### src/hdl/irtx_pkg.sv
// Shared types and constants for the infrared remote frame transmitter.
// Used by irtx_core and ir_remote_frame_transmitter; depends on nothing.

package irtx_pkg;

  // Default number of code bits in one frame.
  localparam int unsigned CodeBitsDef = 32;

  // Frame phases.
  localparam logic [2:0] PhIdle      = 3'd0;
  localparam logic [2:0] PhHdrMark   = 3'd1;
  localparam logic [2:0] PhHdrSpace  = 3'd2;
  localparam logic [2:0] PhBitMark   = 3'd3;
  localparam logic [2:0] PhBitSpace  = 3'd4;
  localparam logic [2:0] PhStopMark  = 3'd5;
  localparam logic [2:0] PhEndGap    = 3'd6;

  // Configuration register indexes.
  localparam logic [2:0] RegCarrierHalf = 3'd0;
  localparam logic [2:0] RegHdrMark     = 3'd1;
  localparam logic [2:0] RegHdrSpace    = 3'd2;
  localparam logic [2:0] RegBitMark     = 3'd3;
  localparam logic [2:0] RegOneSpace    = 3'd4;
  localparam logic [2:0] RegZeroSpace   = 3'd5;
  localparam logic [2:0] RegEndGap      = 3'd6;

  // Reset values of the configuration registers.
  localparam logic [7:0]  CarrierHalfRst = 8'd13;
  localparam logic [7:0]  HdrMarkRst     = 8'd172;
  localparam logic [15:0] HdrSpaceRst    = 16'd4523;
  localparam logic [7:0]  BitMarkRst     = 8'd15;
  localparam logic [15:0] OneSpaceRst    = 16'd1683;
  localparam logic [15:0] ZeroSpaceRst   = 16'd394;
  localparam logic [15:0] EndGapRst      = 16'd44000;

  typedef struct packed {
    logic [7:0]  carrier_half_period;
    logic [7:0]  header_mark_cycles;
    logic [15:0] header_space_ticks;
    logic [7:0]  bit_mark_cycles;
    logic [15:0] one_space_ticks;
    logic [15:0] zero_space_ticks;
    logic [15:0] end_gap_ticks;
  } cfg_t;

  typedef struct packed {
    logic pin_level;
    logic busy_res;
    logic start_rejected;
  } res_t;

endpackage

### src/hdl/irtx_core.sv
// Frame sequencer of the infrared remote transmitter: phase, counters and code shifter.
// Depends on irtx_pkg for the phase codes and the configuration and result structs.

module irtx_core import irtx_pkg::*; #(
  parameter int unsigned CODE_BITS = CodeBitsDef
) (
  input  logic        clk_i,
  input  logic        rst_ni,
  input  logic        step_i,
  input  logic        action_i,
  input  logic [31:0] frame_code_i,
  input  cfg_t        cfg_i,
  output res_t        res_o,
  output logic        busy_o
);

  localparam int unsigned BlW = $clog2(CODE_BITS + 1);

  logic [2:0]           phase_q, phase_d;
  logic [BlW-1:0]       bits_left_q, bits_left_d;
  logic [CODE_BITS-1:0] code_q, code_d;
  logic [7:0]           hp_q, hp_d;
  logic [7:0]           cpl_q, cpl_d;
  logic [15:0]          sc_q, sc_d;
  logic                 drive_q, drive_d;
  logic                 rejected;

  logic [7:0]            hp_inc;
  logic [15:0]           sc_inc;
  logic [15:0]           space_len;
  logic                  mark_done;
  logic                  space_done;
  logic [BlW-1:0]        bits_dec;

  assign hp_inc   = hp_q + 8'd1;
  assign sc_inc   = sc_q + 16'd1;

  always_comb begin
    unique case (phase_q)
      PhHdrSpace: space_len = cfg_i.header_space_ticks;
      PhBitSpace: space_len = code_q[CODE_BITS-1] ? cfg_i.one_space_ticks
                                                  : cfg_i.zero_space_ticks;
      default:    space_len = cfg_i.end_gap_ticks;
    endcase
  end

  assign space_done = (sc_inc >= space_len);
  assign bits_dec   = (bits_left_q != '0) ? bits_left_q - BlW'(1) : bits_left_q;

  always_comb begin
    phase_d     = phase_q;
    bits_left_d = bits_left_q;
    code_d      = code_q;
    hp_d        = hp_q;
    cpl_d       = cpl_q;
    sc_d        = sc_q;
    drive_d     = drive_q;
    rejected    = 1'b0;
    mark_done   = 1'b0;

    // One carrier tick: a burst ends only after a full low half.
    if (hp_inc < cfg_i.carrier_half_period) begin
      hp_d = hp_inc;
    end else begin
      hp_d = 8'd0;
      if (drive_q) begin
        drive_d = 1'b0;
      end else if (cpl_q <= 8'd1) begin
        cpl_d     = 8'd0;
        mark_done = 1'b1;
      end else begin
        cpl_d   = cpl_q - 8'd1;
        drive_d = 1'b1;
      end
    end

    if (action_i) begin
      hp_d    = hp_q;
      cpl_d   = cpl_q;
      drive_d = drive_q;
      if (phase_q != PhIdle) begin
        rejected = 1'b1;
      end else begin
        code_d      = CODE_BITS'(frame_code_i);
        bits_left_d = BlW'(CODE_BITS);
        phase_d     = PhHdrMark;
        cpl_d       = cfg_i.header_mark_cycles;
        hp_d        = 8'd0;
        drive_d     = 1'b1;
      end
    end else begin
      unique case (phase_q) inside
        PhHdrMark, PhBitMark, PhStopMark: begin
          if (mark_done) begin
            phase_d = (phase_q == PhHdrMark) ? PhHdrSpace :
                      (phase_q == PhBitMark) ? PhBitSpace : PhEndGap;
            sc_d    = 16'd0;
            drive_d = 1'b0;
          end
        end
        PhHdrSpace, PhBitSpace, PhEndGap: begin
          hp_d    = hp_q;
          cpl_d   = cpl_q;
          drive_d = drive_q;
          sc_d    = sc_inc;
          if (space_done) begin
            if (phase_q == PhEndGap) begin
              phase_d = PhIdle;
              drive_d = 1'b0;
            end else begin
              if (phase_q == PhBitSpace) begin
                code_d      = {code_q[CODE_BITS-2:0], 1'b0};
                bits_left_d = bits_dec;
                phase_d     = (bits_dec == '0) ? PhStopMark : PhBitMark;
              end else begin
                phase_d = PhBitMark;
              end
              cpl_d   = cfg_i.bit_mark_cycles;
              hp_d    = 8'd0;
              drive_d = 1'b1;
            end
          end
        end
        default: begin
          hp_d    = hp_q;
          cpl_d   = cpl_q;
          phase_d = PhIdle;
          drive_d = 1'b0;
        end
      endcase
    end
  end

  always_ff @(posedge clk_i or negedge rst_ni) begin
    if (!rst_ni) begin
      phase_q     <= PhIdle;
      bits_left_q <= '0;
      code_q      <= '0;
      hp_q        <= 8'd0;
      cpl_q       <= 8'd0;
      sc_q        <= 16'd0;
      drive_q     <= 1'b0;
    end else if (step_i) begin
      phase_q     <= phase_d;
      bits_left_q <= bits_left_d;
      code_q      <= code_d;
      hp_q        <= hp_d;
      cpl_q       <= cpl_d;
      sc_q        <= sc_d;
      drive_q     <= drive_d;
    end
  end

  assign res_o.pin_level      = drive_d;
  assign res_o.busy_res       = (phase_d != PhIdle);
  assign res_o.start_rejected = rejected;
  assign busy_o               = (phase_q != PhIdle);

endmodule

### src/hdl/ir_remote_frame_transmitter.sv
// Pulse-distance infrared remote transmitter, top level.
// Holds the configuration registers and the result buffer; instantiates irtx_core.
//
// Usage: every input transaction is either a one-microsecond tick (tuser = 0) or a
// start (tuser = 1) carrying the code word in tdata. A start loads the code and the
// block sends header burst, header space, the code bits most significant first
// (burst plus short or long space), a stop burst and an end gap. A start while busy
// is ignored and flagged in its result.
// Each input transaction yields exactly one result transaction with the emitter level,
// the busy flag and the rejection flag as they stand after that input.
// Throughput is one transaction per cycle while tready is high: the sequencer state is
// updated in the cycle of acceptance and the result is registered.
// A skid register behind the output register lets the input side take one more
// transaction when the receiver stalls; s_axis_tready falls only once both are full.
// Reset clears the sequencer to idle with the emitter off, empties the result buffer
// and loads the default timing registers. Configuration writes take effect on the
// next clock edge and are meant to be made while idle.

module ir_remote_frame_transmitter import irtx_pkg::*; #(
  parameter int unsigned CODE_BITS = CodeBitsDef
) (
  input  logic        clk_i,
  input  logic        rst_ni,
  input  logic        s_axis_tvalid,
  output logic        s_axis_tready,
  input  logic [31:0] s_axis_tdata,   // [31:0] frame_code
  input  logic        s_axis_tuser,   // [0] action
  output logic        m_axis_tvalid,
  input  logic        m_axis_tready,
  output logic [7:0]  m_axis_tdata,   // [0] pin_level, [1] busy_res, [2] start_rejected
  input  logic        cfg_we_i,
  input  logic [2:0]  cfg_idx_i,
  input  logic [15:0] cfg_data_i
);

  cfg_t cfg_q;
  res_t res_new;
  res_t out_q, skid_q;
  logic out_valid_q, skid_valid_q;
  logic in_fire;
  logic core_busy;

  always_ff @(posedge clk_i or negedge rst_ni) begin
    if (!rst_ni) begin
      cfg_q.carrier_half_period <= CarrierHalfRst;
      cfg_q.header_mark_cycles  <= HdrMarkRst;
      cfg_q.header_space_ticks  <= HdrSpaceRst;
      cfg_q.bit_mark_cycles     <= BitMarkRst;
      cfg_q.one_space_ticks     <= OneSpaceRst;
      cfg_q.zero_space_ticks    <= ZeroSpaceRst;
      cfg_q.end_gap_ticks       <= EndGapRst;
    end else if (cfg_we_i) begin
      unique case (cfg_idx_i)
        RegCarrierHalf: cfg_q.carrier_half_period <= cfg_data_i[7:0];
        RegHdrMark:     cfg_q.header_mark_cycles  <= cfg_data_i[7:0];
        RegHdrSpace:    cfg_q.header_space_ticks  <= cfg_data_i;
        RegBitMark:     cfg_q.bit_mark_cycles     <= cfg_data_i[7:0];
        RegOneSpace:    cfg_q.one_space_ticks     <= cfg_data_i;
        RegZeroSpace:   cfg_q.zero_space_ticks    <= cfg_data_i;
        RegEndGap:      cfg_q.end_gap_ticks       <= cfg_data_i;
        default: ;
      endcase
    end
  end

  assign s_axis_tready = !skid_valid_q;
  assign in_fire       = s_axis_tvalid && s_axis_tready;

  irtx_core #(
    .CODE_BITS (CODE_BITS)
  ) u_core (
    .clk_i        (clk_i),
    .rst_ni       (rst_ni),
    .step_i       (in_fire),
    .action_i     (s_axis_tuser),
    .frame_code_i (s_axis_tdata),
    .cfg_i        (cfg_q),
    .res_o        (res_new),
    .busy_o       (core_busy)
  );

  // The skid register only fills while the output register is held by the receiver.
  always_ff @(posedge clk_i or negedge rst_ni) begin
    if (!rst_ni) begin
      out_valid_q  <= 1'b0;
      skid_valid_q <= 1'b0;
    end else if (!out_valid_q || m_axis_tready) begin
      out_valid_q  <= skid_valid_q || in_fire;
      skid_valid_q <= 1'b0;
    end else if (in_fire) begin
      skid_valid_q <= 1'b1;
    end
  end

  always_ff @(posedge clk_i) begin
    if (!out_valid_q || m_axis_tready) begin
      out_q <= skid_valid_q ? skid_q : res_new;
    end else if (in_fire) begin
      skid_q <= res_new;
    end
  end

  assign m_axis_tvalid = out_valid_q;
  assign m_axis_tdata  = {5'b0, out_q.start_rejected, out_q.busy_res, out_q.pin_level};

  a_skid_needs_out: assert property (@(posedge clk_i) disable iff (!rst_ni)
    skid_valid_q |-> out_valid_q)
    else $error("skid register holds a result while the output register is empty");

  a_reject_only_busy: assert property (@(posedge clk_i) disable iff (!rst_ni)
    in_fire && res_new.start_rejected |-> core_busy && res_new.busy_res)
    else $error("start rejected while the sequencer was idle");

  a_start_goes_busy: assert property (@(posedge clk_i) disable iff (!rst_ni)
    in_fire && s_axis_tuser && !core_busy |=> core_busy)
    else $error("accepted start did not begin a frame");

  a_pin_needs_busy: assert property (@(posedge clk_i) disable iff (!rst_ni)
    in_fire && res_new.pin_level |-> res_new.busy_res)
    else $error("emitter driven while idle");

endmodule
### config.mk
export PLATFORM = sky130hd
export DESIGN_NAME = ir_remote_frame_transmitter
export DESIGN_NICKNAME = d
export VERILOG_FILES = /design/src/hdl/irtx_pkg.sv /design/src/hdl/irtx_core.sv /design/src/hdl/ir_remote_frame_transmitter.sv
export SDC_FILE = /design/constraint.sdc
export NUM_CORES = 1
export LEC_CHECK = 0
export BUFFER_PORTS_ARGS = -buffer_cell sky130_fd_sc_hd__buf_4
export CORE_ASPECT_RATIO = 1.1
export CORE_MARGIN = 5
export CORE_UTILIZATION = 58
export CTS_CLUSTER_DIAMETER = 30
export CTS_CLUSTER_SIZE = 14
export DETAILED_ROUTE_END_ITERATION = 7
export GPL_ROUTABILITY_DRIVEN = 1
export PLACE_DENSITY = 0.82
export REMOVE_ABC_BUFFERS = 1
export SYNTH_ARGS = -nofsm -noshare
export SYNTH_HDL_FRONTEND = slang
export SYNTH_SLANG_ARGS = --single-unit
### constraint.sdc
create_clock -name clk_i -period 6.1 [get_ports clk_i]
set_clock_uncertainty 0.1 [all_clocks]
set_input_delay 1.525 -clock clk_i [delete_from_list [all_inputs] [get_ports clk_i]]
set_output_delay 1.525 -clock clk_i [all_outputs]
set_load 0.05 [all_outputs]
; ---- Word-level counts from Yosys, hierarchy flattened
; Cells that the tools add are included.
[classes]
addsub = 4
order_cmp = 3
eq_ne = 19
n_mux = 58
bitwise_logic = 2
n_reduce_logical = 30
[op_table]
columns = cell, count
row1 = 32-bit two-way mux, 6
row2 = 8-bit two-way mux, 12
row3 = 16-bit case mux with 2 select lines, 2
row4 = 6-bit two-way mux, 7
row5 = 16-bit two-way mux, 2
row6 = 8-bit case mux with 2 select lines, 2
row7 = 3-bit two-way mux, 9
row8 = "3-bit == test, second input constant", 6
row9 = "16-bit by 1-bit adder with 16-bit output, second input constant", 1
row10 = 16-bit greater-or-equal comparator, 1
row11 = 2-bit AND reduction, 8
row12 = 1-bit two-way mux, 15
row13 = "3-bit by 2-bit == test with 1-bit output, second input constant", 4
row14 = 2-bit nonzero test, 5
row15 = "3-bit != test, second input constant", 3
row16 = 3-bit nonzero test, 3
row17 = "8-bit by 1-bit adder with 8-bit output, second input constant", 1
row18 = "8-bit by 1-bit less-or-equal comparator with 1-bit output, second input constant", 1
row19 = 8-bit < comparator, 1
row20 = "8-bit by 1-bit subtractor with 8-bit output, second input constant", 1
row21 = 7-bit AND reduction, 1
row22 = "3-bit by 1-bit == test with 1-bit output, second input constant", 2
row23 = 6-bit logical NOT, 1
row24 = 3-bit case mux with 2 select lines, 1
row25 = other kinds (16), 21
[totals]
regBits = 170
input_bits = 57
output_inout_bits = 10
elab_cells = 138

; ---- Logic depth before layout (Yosys ltp)
; Gate-level depths: netlist of run 1.
[logic_depth]
word_depth = 11
mapped_depth = 17

; ---- Hierarchy
; From an unflattened synthesis of run 1, not the netlist that was laid out.
[unflattened]
hier_cells = 821
area_unflattened_um2 = 9083.7
[by_module_without_submodules]
columns = module, instances, cells_each, area_each_um2, seq_area_each_um2
row1 = irtx_core, 1, 603, 5216.3, 1851.8
row2 = ir_remote_frame_transmitter, 1, 218, 3867.5, 2477.4

; ---- Worst setup path before layout of run 1
; Ideal clock, no wire load.
[synth_timing]
path_kind = reg2reg
startpoint = register u_core.code_q[31]
endpoint = register u_core.hp_q[0]
setup_ps = 125
arrival_time_ps = 3312
slack_ps = 2563
path_stages_with_launch = 15
n_path_buf = 3
synth_period_minus_slack_ps = 3537
cell_sequence = dfrtp_1 clkbuf_1 buf_1 mux2i_1 nor2_1 a221oi_1 ha_1 a21oi_1 o21ai_0 a21oi_1 o22ai_1 or3_1 and3_1 clkbuf_1 mux2_2
[synth_between]
elab_chain_cells = 5
[synth_rtl]
columns = element, line_no
row1 = "start, declared", irtx_core.sv:21  ; logic [CODE_BITS-1:0] code_q, code_d;
row2 = "start signal, assigned", irtx_core.sv:146  ; code_q <= code_d;
row3 = 16-bit two-way mux, irtx_core.sv:41  ; PhBitSpace: space_len = code_q[CODE_BITS-1] ? cfg_i.one_space_ticks
row4 = 16-bit case mux with 2 select lines, irtx_core.sv:39  ; unique case (phase_q)
row5 = 16-bit greater-or-equal comparator, irtx_core.sv:47  ; assign space_done = (sc_inc >= space_len);
row6 = 3-bit by 2-bit != test with 1-bit output (no line), n/a
row7 = 5-bit AND reduction (no line), n/a
row8 = "end signal, assigned", irtx_core.sv:147  ; hp_q <= hp_d;
row9 = "end, declared", irtx_core.sv:22  ; logic [7:0] hp_q, hp_d;
; No other way between the ends.
; A chain may end at the register's enable or synchronous reset.

; ---- Final worst setup path of run 1
[layout_timing]
startpoint = register u_core.phase_q[1]
endpoint = register u_core.cpl_q[7]
[layout_between]
elab_chain_cells = 5
word_cells_on_any_way = 20
classes_between = 1 x order compare / 11 x eq/ne / 3 x mux / 5 x reduce/logical
[layout_rtl]
columns = element, line_no
row1 = "start, declared", irtx_core.sv:19  ; logic [2:0] phase_q, phase_d;
row2 = "start signal, assigned", irtx_core.sv:136  ; phase_q <= PhIdle;
row3 = "start signal, assigned", irtx_core.sv:144  ; phase_q <= phase_d;
row4 = 3-bit == test or 3-bit by 2-bit == test with 1-bit output (tied branches), irtx_core.sv:39
row5 = 16-bit case mux with 2 select lines, irtx_core.sv:39
row6 = 16-bit greater-or-equal comparator, irtx_core.sv:47
row7 = 3-bit by 2-bit != test with 1-bit output (no line), n/a
row8 = 7-bit AND reduction (no line), n/a
row9 = "end signal, assigned", irtx_core.sv:148  ; cpl_q <= cpl_d;
row10 = "end, declared", irtx_core.sv:23  ; logic [7:0] cpl_q, cpl_d;
; Several ways; a longest one is shown, not always the timed one.

==> out/metrics.csv, run 1 <==
metric;value;unit
outcome;finished, final reports clean;
Gate Count Post-Synth;830;
htree depth;4;
worst min path class;reg -> reg;
Cell variety after synth;62;
crit-path max FO;18;
post-synthesis sequential area ratio;49.1;%
Crit. End Element;flip-flop;
total negative slack;0;ps
routed len/inst;16.9;um
multi-input logic area;4230;sq um
Min Hold Slack;382;ps
post-synthesis register bit count;170;
Initial Utilization;58.8;%
largest net degree at the start of global routing;90;
Diodes inserted;0;
residual DRC count;0;
root buffer cell;clkbuf_16;
post-cts resize count;0;
total grt overflow;0;
num rows;47;
Final Net Count;958;
area leader, netlist;dfrtp_1;
critical path's slowest cell;a22oi_1;
Post-Route WL;18300;um
Crit Path Category;reg -> reg;
asr flop ratio synth;96.5;%
Rel. slew slack;27.4;%
crit start category;flip-flop;
CP arrival;4560;ps
post-synth top area share;36.3;%
clk_lat worst skew;430;ps
commonest non-fill, non-tap cell in the layout;dfrtp_1;
f_max;0.232;GHz
Buf+Inv Stages, Crit Path;1;
unrepaired setup endpoints after global routing;false;
Final HPWL DP;12400;um
Die X-Extent;128;um
buffer count from post-CTS setup fixing;0;
die height;139;um
port buffer count;61;
clk sinks;170;
Reg clk slew, reported paths;70;ps
Synth area leaders;dfrtp_1 36%, dfstp_2 11%, mux2_2 10%;
dominant synthesized flop cell;dfrtp_1;
post-route cell area;9970;sq um
Post-synth EDFFs;6;
fillcell total;1143;
syn_area_per_cell;10.6;sq um
Yosys Warn Count;0;
Critical Path RT;6350;ps
DR pass1 iterations;6;
placed cell count;1049;
worst-path cell chain;nor2_1 > nor2_1 > buf_4 > nand2_1 > a221oi_1 > ha_1 > a211oi_1 > o21ai_1 > a21oi_1 > o22ai_1 > a22oi_1 > o21ai_0 > o21ai_1;
final hold violation count;0;
Final GP Congestion;0.875;
most frequent cells in the layout;128 x dfrtp_1, 94 x nand2_1, 80 x mux2_2, 69 x o21ai_0, 67 x buf_4;
Post-CTS Hold Fix Bufs;0;
core area;15000;sq um
Leak;4.45;nW
total die area;17800;sq um
Syn Std Cell Area;8820;sq um
I/O Pins;67;
layout cell share with drive strength beyond 1;26.1;%
GRT Total Usage;20.9;%
vias in the first global route;6213;
worst-margin pin slew;1090;ps
initial detailed-routing violation count;472;
Routed Antenna Nets;0;
Top delay family on crit path;compound AO/OA/AOI/OAI gates;
global-route wire length before repair;30300;um
Max-cap violations;0;
via count;6253;
pwr/cell area;365;nW/um^2
Area after DPL;9390;sq um
Vias/cell;5.78;
Period minus WS final;4310;ps
initial antenna violation count;0;
CTS tree;yes;
Num CTS Buffers;17;
post-route insts no fill;1081;
Sequential Area;4330;sq um
endpoints failing setup;0;
Peak VDD IR;0.201;mV
CTS Buffer Depth;2;
fin crit share;70.6;%
area delta synth->final;13.1;%
max incr delay on CP;920;ps
max-slew violation count;0;
[flip-flops by register name (all words and copies together) (netlist names)]
| signal | count |
|---|---|
| u_core.code_q | 32 |
| u_core.cpl_q | 8 |
| u_core.phase_q | 3 |
| m_axis_tdata | 3 |
| skid_valid_q | 1 |
| m_axis_tvalid | 1 |
| u_core.hp_q | 8 |
| u_core.bits_left_q | 6 |
| skid_q | 3 |
| u_core.sc_q | 16 |
| u_core.drive_q | 1 |
| cfg_q | 88 |
[metal layers]
layer	global-route usage [%]	vias up	part of all wire, %
li1	-	3058	-
met1	27.4	3024	44
met2	34.1	131	50
met3	4.10	40	3.7
met4	8.13	0	2.3
met5	0	-	0
[layout make-up]
| type | count | share of cell area, % |
|---|---|---|
| clock inverters | 15 | 1.53 |
| clock buffers | 17 | 4.27 |
| well taps | 196 | 2.46 |
| flip-flops and latches | 170 | 43.4 |
| inverters | 19 | 0.715 |
| repair buffers | 68 | 5.16 |
| multi-input cells | 596 | 42.4 |
[cell families (layout without fill, tap and decap cells)]
group           Yosys count  in the layout  synth area share (%)
simple gates            233            233                  12.4
compound gates          176            176                  12.8
flops                   170            170                  49.1
mux                     131            131                  16.1
buf+inv                  68            119                  3.24
fa+ha+maj                29             29                  4.11
xor+xnor                 22             22                  2.18
other cells               1              5                0.0425
[worst register-to-register path, cell delays in order, from the launching register on]
cell	delay, ps
dfrtp_1	550
nor2_1	140
nor2_1	110
buf_4	230
nand2_1	380
a221oi_1	380
ha_1	290
a211oi_1	240
o21ai_1	100
a21oi_1	220
o22ai_1	230
a22oi_1	920
o21ai_0	230
o21ai_1	110
[through the flow]
step                worst slack, ps  total power, mW  util [%]
finish                         1790             3.64      66.5
global route                   1410             3.85      66.5
CTS                            1810             3.65      66.5
detailed placement             1820             2.58      62.6
global placement               1850             2.54      62.6
floorplan                      1900             2.29         -
[cells in the mapped netlist (3+ instances only)]
cell type and instances:
a22o_1 15, a211o_1 3, a21o_1 5, dfstp_2 36
mux2_2 80, xor2_1 11, and2_1 3, inv_1 19
a221oi_1 18, nand2_1 95, nor2_1 63, edfxtp_1 6
or3_1 5, nor3_1 13, o21ai_0 69, clkbuf_1 35
dfrtp_1 128, a21oi_1 24, buf_4 6, a31oi_1 5
ha_1 29, nand4_1 3, o21ai_1 11, o31ai_1 4
xnor2_1 11, and3_1 8, nand4b_1 3, nand2b_1 5
nor3b_1 3, a211oi_1 5, nand3_1 15, mux2i_1 49
buf_2 6, nor4_1 3
[where the power goes]
part	switching, mW	leakage, nW	total, mW	internal (mW)
Combinational	0.497	2.12	0.945	0.447
Clock	0.483	0.289	1.06	0.577
Sequential	0.209	2.04	1.63	1.42
Total	1.19	4.45	3.64	2.45
[final timing paths]
check                             startpoint           endpoint  slack [ps]  depth (start not counted)
setup reg to reg           u_core.phase_q[1]    u_core.cpl_q[7]        1790                         13
min in group asynchronous             rst_ni  u_core.code_q[22]        1030                          1
max in group asynchronous             rst_ni          cfg_q[77]        3840                          2
hold / removal              u_core.code_q[3]   u_core.code_q[3]         380                          2
setup / recovery           u_core.phase_q[1]    u_core.cpl_q[7]        1790                         13
hold reg to reg             u_core.code_q[3]   u_core.code_q[3]         380                          2
Note: power is estimated with default switching activity, not from simulation.
==> run 2: changes to the inputs <==
Clock period 6.1 ns to 4 ns, I/O delays scaled along.
==> run 2 against run 1 <==
Against the previous run: fmax up 12%; combinational power increased by 65%; worst setup slack lost 1600 ps; critical endpoint is now u_core.code_q[16]; flip-flop and latch count unchanged; routed wire length rose by 1.8%; hold slack got worse by 4.5 ps; core utilization up 1.2 points.
==> out/metrics.csv, run 2 (synthesis gave the netlist of run 1 again) <==
metric;value;unit;change
worst-margin pin slew;1280;ps;was 1090 ps
P_int;3.80;mW;was 2.45 mW
global-route wire length before repair;31300;um;was 30,300 um
crit-path max FO;22;;was 18
die height;139;um;unchanged
endpoints failing setup;0;;unchanged
Crit. End Element;flip-flop;;unchanged
Switch Pwr;1.76;mW;was 1.19 mW
max-slew violation count;0;;unchanged
Critical Path RT;4210;ps;was 6350 ps
I/O Pins;67;;unchanged
register bank with the most flops;cfg_q;;unchanged
root buffer cell;clkbuf_16;;unchanged
Clock Power Share;28.4;%;was 29.2%
Flop pwr share;43.6;%;was 44.9%
vias in the first global route;6359;;was 6,213
Max-cap violations;0;;unchanged
Final HPWL DP;12700;um;was 12,400 um
combinational share of power;28.0;%;was 26.0%
biggest regs;cfg_q (88), u_core.code_q (32), u_core.sc_q (16);;unchanged
via count;6458;;was 6,253
clk sinks;170;;unchanged
fin crit share;96.0;%;was 70.6%
CTS Buffer Depth;2;;unchanged
CTS tree;yes;;unchanged
total grt overflow;0;;unchanged
Sw Ratio;31.7;%;was 32.7%
Routed Antenna Nets;0;;unchanged
unrepaired setup endpoints after global routing;true;;was false
largest net degree at the start of global routing;66;;was 90
DR pass1 iterations;5;;was 6
worst min path class;reg -> reg;;unchanged
Post-CTS Hold Fix Bufs;0;;unchanged
port buffer count;61;;unchanged
Final GP Congestion;0.855;;was 0.875
GRT Total Usage;21.8;%;was 20.9%
Peak VDD IR;0.342;mV;was 0.201 mV
Rel. slew slack;14.1;%;was 27.4%
Die X-Extent;128;um;unchanged
f_max;0.260;GHz;was 0.232 GHz
num rows;47;;unchanged
Num CTS Buffers;17;;unchanged
most frequent cells in the layout;127 x dfrtp_1, 94 x nand2_1, 80 x mux2_2, 79 x buf_4, 69 x o21ai_0;;was 128 x dfrtp_1, 94 x nand2_1, 80 x mux2_2, 69 x o21ai_0, 67 x buf_4
Period minus WS final;3840;ps;was 4310 ps
Post-Route WL;18600;um;was 18,300 um
Final Net Count;974;;was 958
routed len/inst;17.0;um;was 16.9 um
Reg clk slew, reported paths;60;ps;was 70 ps
htree depth;4;;unchanged
outcome;finished, final reports clean;;unchanged
max reg flops;88;;unchanged
Final Util;67.7;%;was 66.5%
pwr/cell area;548;nW/um^2;was 365 nW/um^2
core area;15000;sq um;unchanged
Crit Path Category;reg -> reg;;unchanged
residual DRC count;0;;unchanged
Vias/cell;5.89;;was 5.78
final hold violation count;0;;unchanged
commonest non-fill, non-tap cell in the layout;dfrtp_1;;unchanged
Leak;4.53;nW;was 4.45 nW
total die area;17800;sq um;unchanged
initial antenna violation count;0;;unchanged
clk_lat worst skew;430;ps;about the same
CP arrival;4050;ps;was 4560 ps
area delta synth->final;15.1;%;was 13.1%
pre-CTS setup slack;226;ps;was 1820 ps
final worst-path setup slack;159;ps;was 1790 ps
layout cell share with drive strength beyond 1;27.6;%;was 26.1%
Initial Utilization;58.8;%;unchanged
crit start category;flip-flop;;unchanged
initial detailed-routing violation count;430;;was 472
Diodes inserted;0;;unchanged
[run 2: final cells by class]
class	instances	area [sq um]
fill	1147	4850
clock inverter	10	93.8
sequential	170	4330
tap	196	245
inverter	19	71.3
timing repair buffer	84	684
clock buffer	22	474
multi-input combinational	596	4250
[run 2: power by group through the flow]
stage | Clock, mW | Sequential (mW) | Combinational [mW]
2_1_floorplan | 0 | 2.44 | 1.06
3_3_place_gp | 0 | 2.43 | 1.49
3_5_place_dp | 0 | 2.45 | 1.55
4_1_cts | 1.60 | 2.42 | 1.56
5_1_grt | 1.68 | 2.48 | 1.74
6_report | 1.58 | 2.43 | 1.56
[run 2: per-stage QoR]
step	hold WS (ps)	TNS [ps]	area [sq um]	total power [mW]	instances
CTS	383	0	10100	5.59	1097
global placement	361	0	9560	3.93	1065
global route	404	-315	10100	5.90	1097
floorplan	349	-5280	8620	3.49	785
detailed placement	369	0	9560	3.99	1065
finish	377	0	10100	5.56	1097
[run 2: timing repair]
action / in CTS / in global routing
setup endpoints to repair: 0 / 51
resized for setup: 0 / 4
setup buffers: 0 / 0
endpoints found under the hold margin: 0 / 0
[run 2: routing by layer]
metal | wire length [um] | up-vias | GRT usage (%)
met5 | 0 | - | 0
met4 | 316 | 0 | 5.87
met3 | 627 | 26 | 4.91
met2 | 9460 | 134 | 36.6
met1 | 8230 | 3216 | 28.4
li1 | - | 3082 | -
[run 2: path summary, 6_finish.rpt]
kind	endpoint	depth (start not counted)	start	slack (ps)
worst max-delay path	u_core.code_q[16]	14	u_core.sc_q[0]	160
worst min-delay path	u_core.code_q[24]	2	u_core.code_q[24]	380
worst max register to register	u_core.code_q[16]	14	u_core.sc_q[0]	160
worst min register to register	u_core.code_q[24]	2	u_core.code_q[24]	380
max in group asynchronous	u_core.sc_q[0]	2	rst_ni	2400
min in group asynchronous	u_core.code_q[22]	1	rst_ni	440
[run 2: worst max-delay path, cell delays in order (launching register included)]
cell     delay (ps)
dfrtp_2         420
ha_1            240
nand3_1         190
or4_4           600
nor2_1          170
xnor2_1         120
ha_1            290
nand2_1          60
nor2_1          230
nand2_1         120
o21ai_0         370
nand2_2         350
buf_12          270
nand2_1          80
o21ai_0          90
